--- config.mk ---
export PLATFORM = sky130hd
export DESIGN_NAME = byte_block_hamming_ecc_check
export DESIGN_NICKNAME = d
export VERILOG_FILES = /design/src/rtl/core/bbhec_pkg.sv /design/src/rtl/core/byte_block_hamming_ecc_check.sv
export SDC_FILE = /design/constraint.sdc
export NUM_CORES = 1
export LEC_CHECK = 0
export BUFFER_PORTS_ARGS = -buffer_cell sky130_fd_sc_hd__buf_2
export CAP_MARGIN = 20
export CORE_UTILIZATION = 55
export DETAILED_ROUTE_END_ITERATION = 8
export GPL_TIMING_DRIVEN = 0
export PLACE_DENSITY = 0.82
export REMOVE_ABC_BUFFERS = 1
export SYNTH_ARGS = -nofsm -noshare
export SYNTH_HDL_FRONTEND = slang
export SYNTH_SLANG_ARGS = --single-unit
--- constraint.sdc ---
create_clock -name i_clk -period 5.7 [get_ports i_clk]
set_clock_uncertainty 0.15 [all_clocks]
set_input_delay 0.285 -clock i_clk [delete_from_list [all_inputs] [get_ports i_clk]]
set_output_delay 0.285 -clock i_clk [all_outputs]
set_load 0.02 [all_outputs]
--- src/rtl/core/bbhec_pkg.sv ---
package bbhec_pkg;

    localparam int unsigned BBHEC_MAX_BYTES = 512;

    localparam int unsigned COL_W    = 6;
    localparam int unsigned LINE_W   = 32;
    localparam int unsigned EBYTE_W  = 9;
    localparam int unsigned EBIT_W   = 3;
    localparam int unsigned STATUS_W = 3;

    localparam int unsigned S_TDATA_W = 80;
    localparam int unsigned M_TDATA_W = 88;

    localparam logic [5:0] PAIR_MASK = 6'h15;

    typedef enum logic [STATUS_W-1:0] {
        ST_UNCHECKED = 3'd0,
        ST_NO_ERROR  = 3'd1,
        ST_DATA_FIX  = 3'd2,
        ST_CODE_ERR  = 3'd3,
        ST_UNCORR    = 3'd4
    } t_status;

    // nibble, pair and single-bit column parities with byte parity in bit 0
    function automatic logic [7:0] col_code(input logic [7:0] b);
        logic [7:0] c;
        c    = '0;
        c[7] = ^(b & 8'hF0);
        c[6] = ^(b & 8'h0F);
        c[5] = ^(b & 8'hCC);
        c[4] = ^(b & 8'h33);
        c[3] = ^(b & 8'hAA);
        c[2] = ^(b & 8'h55);
        c[0] = ^b;
        return c;
    endfunction

endpackage

--- src/rtl/core/byte_block_hamming_ecc_check.sv ---
// Byte-serial Hamming check over a block of bytes. One byte is taken per
// cycle on the slave stream unless a block's last byte waits on a stalled
// result; s_axis_tlast marks the final byte, and a block is closed anyway
// once MAX_BYTES bytes have arrived. Each byte passes an input register and
// a parity update, the last into the result register, and the next block may
// follow at once. The result carries the computed column and line codes and,
// when s_axis_tuser asks for a check on the last byte, the outcome of the
// comparison with the stored code given alongside that byte: no error, the
// byte index and bit of a single bad data bit, a single bad code bit, or
// uncorrectable. Data is never rewritten; the caller flips the reported bit.
module byte_block_hamming_ecc_check
    import bbhec_pkg::*;
#(
    parameter int unsigned MAX_BYTES = BBHEC_MAX_BYTES
) (
    input  logic                            i_clk,
    input  logic                            i_rst_n,

    input  logic                            s_axis_tvalid,
    output logic                            s_axis_tready,
    // data_byte, stored_column_parity, stored_line_parity,
    // stored_line_parity_inverse, zero pad
    input  logic [bbhec_pkg::S_TDATA_W-1:0] s_axis_tdata,
    input  logic                            s_axis_tlast,
    // check
    input  logic                            s_axis_tuser,

    output logic                            m_axis_tvalid,
    input  logic                            m_axis_tready,
    // column_parity_out, line_parity_out, line_parity_inverse_out,
    // error_byte_index, error_bit, zero pad
    output logic [bbhec_pkg::M_TDATA_W-1:0] m_axis_tdata,
    // status
    output logic [bbhec_pkg::STATUS_W-1:0]  m_axis_tuser
);

    localparam int unsigned CNT_W = (MAX_BYTES > 1) ? $clog2(MAX_BYTES) : 1;
    localparam logic [CNT_W-1:0] CNT_LAST = CNT_W'(MAX_BYTES - 1);

    // input register
    logic                r_in_valid;
    logic [7:0]          r_data;
    logic                r_last;
    logic                r_check;
    logic [COL_W-1:0]    r_s_col;
    logic [LINE_W-1:0]   r_s_line;
    logic [LINE_W-1:0]   r_s_linv;

    // accumulators
    logic [CNT_W-1:0]    r_cnt;
    logic [7:0]          r_col_acc;
    logic [LINE_W-1:0]   r_line_acc;
    logic [LINE_W-1:0]   r_linv_acc;

    // result register
    logic                r_out_valid;
    logic [COL_W-1:0]    r_o_col;
    logic [LINE_W-1:0]   r_o_line;
    logic [LINE_W-1:0]   r_o_linv;
    t_status             r_o_status;
    logic [EBYTE_W-1:0]  r_o_ebyte;
    logic [EBIT_W-1:0]   r_o_ebit;

    logic                out_free;
    logic                in_last;
    logic                fire;
    logic [7:0]          col_c;
    logic [LINE_W-1:0]   idx32;
    logic [7:0]          n_col_acc;
    logic [LINE_W-1:0]   n_line_acc;
    logic [LINE_W-1:0]   n_linv_acc;
    logic [COL_W-1:0]    col;
    logic [COL_W-1:0]    cd;
    logic [LINE_W-1:0]   ld;
    logic [LINE_W-1:0]   lp;
    logic [2*LINE_W+COL_W-1:0] diff_all;
    logic                one_bit;
    t_status             n_status;
    logic [EBYTE_W-1:0]  n_ebyte;
    logic [EBIT_W-1:0]   n_ebit;

    always_comb begin
        out_free   = !r_out_valid || m_axis_tready;
        in_last    = r_last || (r_cnt == CNT_LAST);
        fire       = r_in_valid && (!in_last || out_free);

        col_c      = col_code(r_data);
        idx32      = LINE_W'(r_cnt);
        n_col_acc  = r_col_acc ^ col_c;
        n_line_acc = col_c[0] ? (r_line_acc ^ idx32) : r_line_acc;
        n_linv_acc = col_c[0] ? (r_linv_acc ^ ~idx32) : r_linv_acc;

        col        = n_col_acc[7:2];
        cd         = r_s_col ^ col;
        ld         = r_s_line ^ n_line_acc;
        lp         = r_s_linv ^ n_linv_acc;
        diff_all   = {ld, lp, cd};
        one_bit    = (diff_all != '0) && ((diff_all & (diff_all - 1'b1)) == '0);

        n_status   = ST_UNCHECKED;
        n_ebyte    = '0;
        n_ebit     = '0;
        if (r_check) begin
            priority if (diff_all == '0) begin
                n_status = ST_NO_ERROR;
            end else if ((ld == ~lp) && (((cd ^ (cd >> 1)) & PAIR_MASK) == PAIR_MASK)) begin
                if (ld > idx32) begin
                    n_status = ST_UNCORR;
                end else begin
                    n_status = ST_DATA_FIX;
                    n_ebyte  = ld[EBYTE_W-1:0];
                    n_ebit   = {cd[5], cd[3], cd[1]};
                end
            end else if (one_bit) begin
                n_status = ST_CODE_ERR;
            end else begin
                n_status = ST_UNCORR;
            end
        end
    end

    assign s_axis_tready = !r_in_valid || fire;

    always_ff @(posedge i_clk) begin
        if (!i_rst_n) begin
            r_in_valid  <= 1'b0;
            r_cnt       <= '0;
            r_col_acc   <= '0;
            r_line_acc  <= '0;
            r_linv_acc  <= '0;
            r_out_valid <= 1'b0;
        end else begin
            if (s_axis_tvalid && s_axis_tready) begin
                r_in_valid <= 1'b1;
            end else if (fire) begin
                r_in_valid <= 1'b0;
            end

            if (fire) begin
                if (in_last) begin
                    r_cnt      <= '0;
                    r_col_acc  <= '0;
                    r_line_acc <= '0;
                    r_linv_acc <= '0;
                end else begin
                    r_cnt      <= r_cnt + 1'b1;
                    r_col_acc  <= n_col_acc;
                    r_line_acc <= n_line_acc;
                    r_linv_acc <= n_linv_acc;
                end
            end

            if (fire && in_last) begin
                r_out_valid <= 1'b1;
            end else if (m_axis_tready) begin
                r_out_valid <= 1'b0;
            end
        end
    end

    // payload registers
    always_ff @(posedge i_clk) begin
        if (s_axis_tvalid && s_axis_tready) begin
            r_data   <= s_axis_tdata[7:0];
            r_s_col  <= s_axis_tdata[13:8];
            r_s_line <= s_axis_tdata[45:14];
            r_s_linv <= s_axis_tdata[77:46];
            r_last   <= s_axis_tlast;
            r_check  <= s_axis_tuser;
        end
        if (fire && in_last) begin
            r_o_col    <= col;
            r_o_line   <= n_line_acc;
            r_o_linv   <= n_linv_acc;
            r_o_status <= n_status;
            r_o_ebyte  <= n_ebyte;
            r_o_ebit   <= n_ebit;
        end
    end

    assign m_axis_tvalid = r_out_valid;
    assign m_axis_tdata  = {6'b0, r_o_ebit, r_o_ebyte, r_o_linv, r_o_line, r_o_col};
    assign m_axis_tuser  = r_o_status;

endmodule

==> qor.yml, run 1 <==
sta:
  slew_violations: 0
  setup_tns_ps: 0
  period_minus_slack_ps: 5460
  tightest_slew_ps: 1170
  whs_ps: 259
  post-route-period-util_pct: 95.7
  hold_viol_final: 0
  report.final.setup_viol: 0
  relSlewSlack_pct: 21.8
  fmax_mhz: 183
  rsz0062_at_grt: "false"
floorplanning:
  ios: 179
  die-area_sq_um: 21600
  rows: 52
  die_h_um: 147
  die_x_um: 147
  core_sq_um: 20400
  initial_core_util_pct: 56.6
min_path:
  hp-class: "primary input to register"
  hp-start: "m_axis_tready"
  min_to: "m_axis_tvalid"
  hold_depth: 4
detailed_routing:
  route.met2.wl_um: 17500
  met1_length_um: 14300
  wl_per_cell_um: 21.7
  dr_total_vias: 9720
  wl_um: 35300
  firstDrtPassIters: 7
  ant_nets: 0
  drc: 0
  top_layer_used: "met4"
  drtIter0Drc: 1019
  via_per_inst: 5.97
  met3_length_um: 2330
logic_synthesis:
  syn-instance-count: 1121
  synthSimpleGateAreaFrac_pct: 18.9
  synth_top_family_by_area: "simple AND/OR/NAND/NOR gates"
  synth_largest_area_cell: "edfxtp_1"
  yosysUniqueCellTypes: 80
  ys_async_sr_fraction_pct: 0
  synth_top_cell_area_share_pct: 36.9
  synth_compound_area_share_pct: 11.7
  synthesis.area_sq_um: 11600
  synthXorXnorAreaFrac_pct: 15.8
  muxShareOfSynthArea_pct: 0.973
  synth_seq_area_share_pct: 46.9
  synth_adder_area_share_pct: 1.51
  synth_area_leaders: "edfxtp_1 37%, xnor2_1 10%, dfxtp_1 10%"
  synth_ff_type: "edfxtp_1"
  yosys_warnings: 0
  synth_edf_count: 142
  ys_ff_latch: 200
  avgSynthCellArea_sq_um: 10.3
setup_path:
  cp_slowest_stage_delay_ps: 590
  required_ps: 5740
  worst_setup_path_start_kind: "register"
  r2r_cells: 14
  reg2reg_slack_ps: 240
  timing.rr.end: "m_axis_tuser[2]"
  worstPathArrival_ps: 5500
  crit_type: "register to register"
  rr_startpoint: "r_data[4]"
  cp_common_cell: "xnor2_4"
  crit_fanout: 18
  crit_chain: "xnor2_2, xnor2_4, xnor2_4, buf_8, buf_6, mux2_2, a2111oi_4, nand4_4, or4_4, o41a_1, a2111oi_2, nand4_1, nor4_2, nor3_1"
  cp_slowest_cell: "or4_4"
  crit_path_end_kind: "register"
cells_and_area:
  stdcell_area_sq_um: 14100
  area_delta_synth_final_pct: 22.2
  num_antenna_cells: 0
  final_nets: 1445
  drive_gt1_share_pct: 16.9
  fill_cells: 1511
power:
  ir_worst_vdd_mv: 0.233
  leakagePower_nw: 5.09
  power.total_mw: 4.31
  power_density_nw_per_um2: 305
grt:
  grt_pass1_vias: 9395
  grt_usage_pct: 32.4
  antenna_found_initial: 0
  grt_pass1_wl_um: 52800
  grt-ovfl-total: 0
  grt_max_degree: 54
cts:
  htreeDepth: 4
  root_buffer: "clkbuf_16"
  worstSkewPairLatency_ps: 440
  clock_tree.buffer_depth: 2
  cts_buffers: 17
  clock-sinks: 200
  clk_pin_slew_ps: 70
  cts_tree: "built"
outcome:
  status: "finished clean"
place:
  place_hpwl_um: 23900
  place.gp.congestion: 0.980
  io_buffers: 147
  dpl_cell_area_sq_um: 12600
job:
  drv_cap: 0
critical path: cells and delay by family (launching register included):
kind | cells | cell delay, ps
simple gates | 5 | 1420
compound gates | 3 | 1190
xor+xnor | 3 | 1100
flops | 1 | 490
buf+inv | 2 | 440
mux | 1 | 390
cell usage after synthesis (23+ instances only):
master and instances:
dfxtp_1 58, nor4_1 23, buf_4 31, nor2_1 68
clkbuf_1 31, xor2_1 46, and2_1 31, edfxtp_1 142
o21ai_0 52, or3_1 29, nor3_1 28, nand2_1 103
nand4_1 24, a22oi_1 26, nand3_1 31, nor2b_1 29
a21oi_1 27, xnor2_1 136
area by class of cell:
type | instances | area (sq um) | share of cell area (%)
well taps | 270 | 338 | 2.39
clock inverters | 5 | 65.1 | 0.460
clock buffers | 27 | 567 | 4.01
inverters | 22 | 82.6 | 0.584
flip-flops and latches | 200 | 5430 | 38.4
repair buffers | 245 | 1770 | 12.5
multi-input cells | 859 | 5890 | 41.7
where the power goes:
part           switching, mW  total [mW]  internal, mW  leakage (nW)
logic                  0.783        1.27         0.482          2.97
registers             0.0670        1.74          1.67          1.81
clock network          0.564        1.30         0.737         0.311
worst max path at each step:
stage	cells after the start	endpoint	startpoint
CTS	14	m_axis_tuser[2]	r_data[4]
finish	14	m_axis_tuser[2]	r_data[4]
floorplan	12	m_axis_tuser[2]	r_data[4]
detailed placement	12	m_axis_tuser[2]	r_data[1]
global route	14	m_axis_tuser[2]	r_data[4]
global placement	12	m_axis_tuser[2]	r_data[1]
state kept, by name, indices dropped and copies added, names as in the netlist, 6 cells and up:
register and count:
r_data 8, r_line_acc 9, r_s_line 32, r_o_line 9
r_s_col 6, r_o_ebyte 9, r_s_linv 32, r_col_acc 6
r_linv_acc 32, r_o_linv 32, r_o_col 6, r_cnt 9
layout by cell type (no fill, tap or decap), types with 5 or more instances in the layout:
cell,netlist,layout
or2_2,6,6
conb_1,1,29
inv_1,17,17
clkbuf_16,0,20
nor3_1,28,28
buf_2,3,147
a22oi_1,26,26
o21ai_1,7,6
nor4_1,23,23
nor2b_1,29,29
a21oi_1,27,27
o21ai_0,52,51
nand3_1,31,31
a31oi_1,8,8
o211ai_1,9,9
and2_1,31,30
xor2_1,46,45
o41ai_1,7,7
dlygate4sd3_1,0,81
a211oi_1,5,5
mux2i_1,9,9
nand4_1,24,24
nand2b_1,11,11
dfxtp_1,58,58
edfxtp_1,142,142
a21o_1,10,10
buf_4,31,8
or3_1,29,29
nand2_1,103,103
xnor2_1,136,132
nor2_1,68,66
ha_1,14,14
or4_1,11,11
stage by stage:
stage          setup WS, ps  std cells  utilization, %
2_1_floorplan         -2140       1080               -
3_3_place_gp          -5030       1497            60.4
3_5_place_dp          -50.0       1507            61.5
4_1_cts                 121       1620            68.6
5_1_grt                54.5       1628            69.2
6_report                244       1628            69.2
per-layer routing:
layer	track usage (%)	up-vias
met5	0	-
met2	55.4	505
met1	40.9	4667
met4	13.5	0
met3	4.94	85
li1	-	4463
cell families after synthesis:
logic type | Yosys count
compound gates | 195
xor+xnor | 193
fa+ha+maj | 14
buf+inv | 91
flops | 200
mux | 11
other cells | 1
simple gates | 416
what timing repair did:
action	CTS	global route
endpoints found under the hold margin	81	0
resized for setup	1	7
setup buffers	0	6
cloned	0	1
endpoints found under the setup margin	3	15
pin swaps	0	2
hold buffers	81	0
Note: power is estimated with default switching activity, not from simulation.
==> run 2: changes to the inputs <==
--- a/config.mk
+++ b/config.mk
@@ -5,6 +5,7 @@
 export SDC_FILE = /design/constraint.sdc
 export NUM_CORES = 1
 export LEC_CHECK = 0
+export ABC_CLOCK_PERIOD_IN_PS = 5620
 export BUFFER_PORTS_ARGS = -buffer_cell sky130_fd_sc_hd__buf_2
 export CAP_MARGIN = 20
 export CORE_UTILIZATION = 55
==> constraint.sdc (replaced) <==
create_clock -name i_clk -period 5.62 [get_ports i_clk]
set_clock_uncertainty 0.15 [all_clocks]
set_input_delay 0.281 -clock i_clk [delete_from_list [all_inputs] [get_ports i_clk]]
set_output_delay 0.281 -clock i_clk [all_outputs]
set_load 0.02 [all_outputs]
==> run 2 against run 1 <==
- combinational power is essentially flat
- sequential share of layout area is the same
- maximum frequency grew 1.1%
- critical path type unchanged
- via count grew 0.35%
- largest cell class unchanged
==> qor.yml, run 2 (synthesized netlist as in run 1, its figures left out) <==
detailed_routing:
  drtIter0Drc: 962  # was 1019
  dr_total_vias: 9754  # was 9720
  wl_um: 35300  # about the same
  ant_nets: 0  # unchanged
  via_per_inst: 5.99  # was 5.97
  wl_per_cell_um: 21.7  # about the same
  firstDrtPassIters: 9  # was 7
  drc: 0  # unchanged
setup_path:
  crit_fanout: 18  # unchanged
  crit_chain: "xnor2_2, xnor2_4, xnor2_4, buf_8, buf_6, mux2_2, a2111oi_4, nand4_4, or4_4, o41a_1, a2111oi_2, nand4_1, nor4_2, nor3_1"  # unchanged
  crit_type: "register to register"  # unchanged
  cp_slowest_cell: "or4_4"  # unchanged
  critPathCapture: "m_axis_tuser[2]"  # unchanged
  worstPathArrival_ps: 5440  # was 5500 ps
  cp_common_cell: "xnor2_4"  # unchanged
  crit_path_end_kind: "register"  # unchanged
  r2r_cells: 14  # unchanged
  critPathLaunch: "r_data[5]"  # was r_data[4]
  cp_num_cells: 14  # unchanged
  worstPathBufferInverterCount: 2  # unchanged
  timing.rr.end: "m_axis_tuser[2]"  # unchanged
  reg2reg_slack_ps: 220  # was 240 ps
  rr_startpoint: "r_data[5]"  # was r_data[4]
  cp_slowest_stage_delay_ps: 590  # about the same
  required_ps: 5660  # was 5740 ps
  worst_setup_path_start_kind: "register"  # unchanged
  cpLargestDelayFamily: "simple AND/OR/NAND/NOR gates"  # unchanged
power:
  leakagePower_nw: 5.09  # unchanged
  power_density_nw_per_um2: 309  # was 305 nW/um^2
  power.total_mw: 4.37  # was 4.31 mW
  ir_worst_vdd_mv: 0.236  # was 0.233 mV
cells_and_area:
  stdcell_area_sq_um: 14100  # unchanged
  area_delta_synth_final_pct: 22.2  # unchanged
  drive_gt1_share_pct: 16.9  # unchanged
  num_antenna_cells: 0  # unchanged
  layout_common_cells: "147 x buf_2, 142 x edfxtp_1, 132 x xnor2_1"  # unchanged
  final_nets: 1445  # unchanged
  final_common_cell: "buf_2"  # unchanged
cts:
  clk_pin_slew_ps: 70  # about the same
  root_buffer: "clkbuf_16"  # unchanged
  clock_tree.buffer_depth: 2  # unchanged
  worstSkewPairLatency_ps: 440  # about the same
  htreeDepth: 4  # unchanged
  cts_buffers: 17  # unchanged
  clock-sinks: 200  # unchanged
  cts_tree: "built"  # unchanged
sta:
  tightest_slew_ps: 1220  # was 1170 ps
  timing.final.ws_setup_ps: 224  # was 244 ps
  fmax_mhz: 185  # was 183 MHz
  hold_viol_final: 0  # unchanged
  relSlewSlack_pct: 18.4  # was 21.8%
  slew_violations: 0  # unchanged
  report.final.setup_viol: 0  # unchanged
  post-route-period-util_pct: 96.0  # was 95.7%
  period_minus_slack_ps: 5400  # was 5460 ps
place:
  dp_worst_setup_slack_ps: -130  # was -50.0 ps
  dpl_cell_area_sq_um: 12600  # unchanged
  place_hpwl_um: 23900  # unchanged
  place.gp.congestion: 0.980  # unchanged
  io_buffers: 147  # unchanged
grt:
  grt_pass1_wl_um: 52800  # unchanged
  grt_max_degree: 54  # unchanged
  grt_pass1_vias: 9395  # unchanged
  antenna_found_initial: 0  # unchanged
  grt_usage_pct: 32.4  # unchanged
  grt-ovfl-total: 0  # unchanged
floorplanning:
  die_h_um: 147  # unchanged
  core_sq_um: 20400  # unchanged
  initial_core_util_pct: 56.6  # unchanged
  die-area_sq_um: 21600  # unchanged
  rows: 52  # unchanged
  ios: 179  # unchanged
  die_x_um: 147  # unchanged
min_path:
  hp-class: "primary input to register"  # unchanged
outcome:
  status: "finished clean"  # unchanged
job:
  drv_cap: 0  # unchanged
==> run 2: cell counts in the layout (fill, tap and decap cells not counted) <==
No cell type changed its count.
==> run 2: layout make-up <==
| type | count | area, sq um |
|---|---|---|
| Clock buffer | 27 | 567 |
| Clock inverter | 5 | 65.1 |
| Fill cell | 1511 | 6290 |
| Inverter | 22 | 82.6 |
| Multi-Input combinational cell | 859 | 5890 |
| Sequential cell | 200 | 5430 |
| Tap cell | 270 | 338 |
| Timing Repair Buffer | 245 | 1770 |
==> run 2: worst min-delay path, cell delays in order <==
cell      delay (ps)
buf_2             90
nand2b_1         200
o21ai_0          110
and2_1           130
==> run 2: per-stage QoR <==
| stage | setup TNS, ps | cells | util, % | hold WS [ps] |
|---|---|---|---|---|
| after global routing | -3.40 | 1628 | 69.2 | 281 |
| final | 0 | 1628 | 69.2 | 255 |
| after CTS | 0 | 1620 | 68.6 | 255 |
| after floorplan | -23800 | 1080 | - | 230 |
| after detailed placement | -265 | 1507 | 61.5 | 309 |
| after global placement | -397200 | 1497 | 60.4 | 308 |
==> run 2: metal layers <==
layer	GRT usage [%]	wire (um)	part of all wire [%]
met5	0	0	0
met4	13.5	1230	3.5
met3	4.94	2490	7.1
met2	55.4	17400	49
met1	40.9	14100	40
==> run 2: timing repair <==
item / CTS / global route
pin swaps: 0 / 3
endpoints found under the setup margin: 3 / 15
cloned: 0 / 1
hold buffers: 81 / 0
buffers inserted: 0 / 6
hold endpoints to repair: 81 / 0
resized for setup: 1 / 7
==> run 2: power breakdown <==
part / internal [mW] / total (mW) / switching (mW)
registers: 1.70 / 1.77 / 0.0678
logic: 0.489 / 1.29 / 0.796
clock network: 0.748 / 1.32 / 0.574
total: 2.94 / 4.37 / 1.44
==> run 2: worst min path at each step <==
stage,from,end,slack [ps],cells after the start
after CTS,m_axis_tready,m_axis_tvalid,260,4
after detailed placement,s_axis_tdata[62],r_s_linv[16],310,1
final,m_axis_tready,m_axis_tvalid,250,4
after global placement,s_axis_tdata[44],r_s_line[30],310,1
after global routing,m_axis_tready,m_axis_tvalid,280,4
after floorplan,s_axis_tuser,r_check,230,0
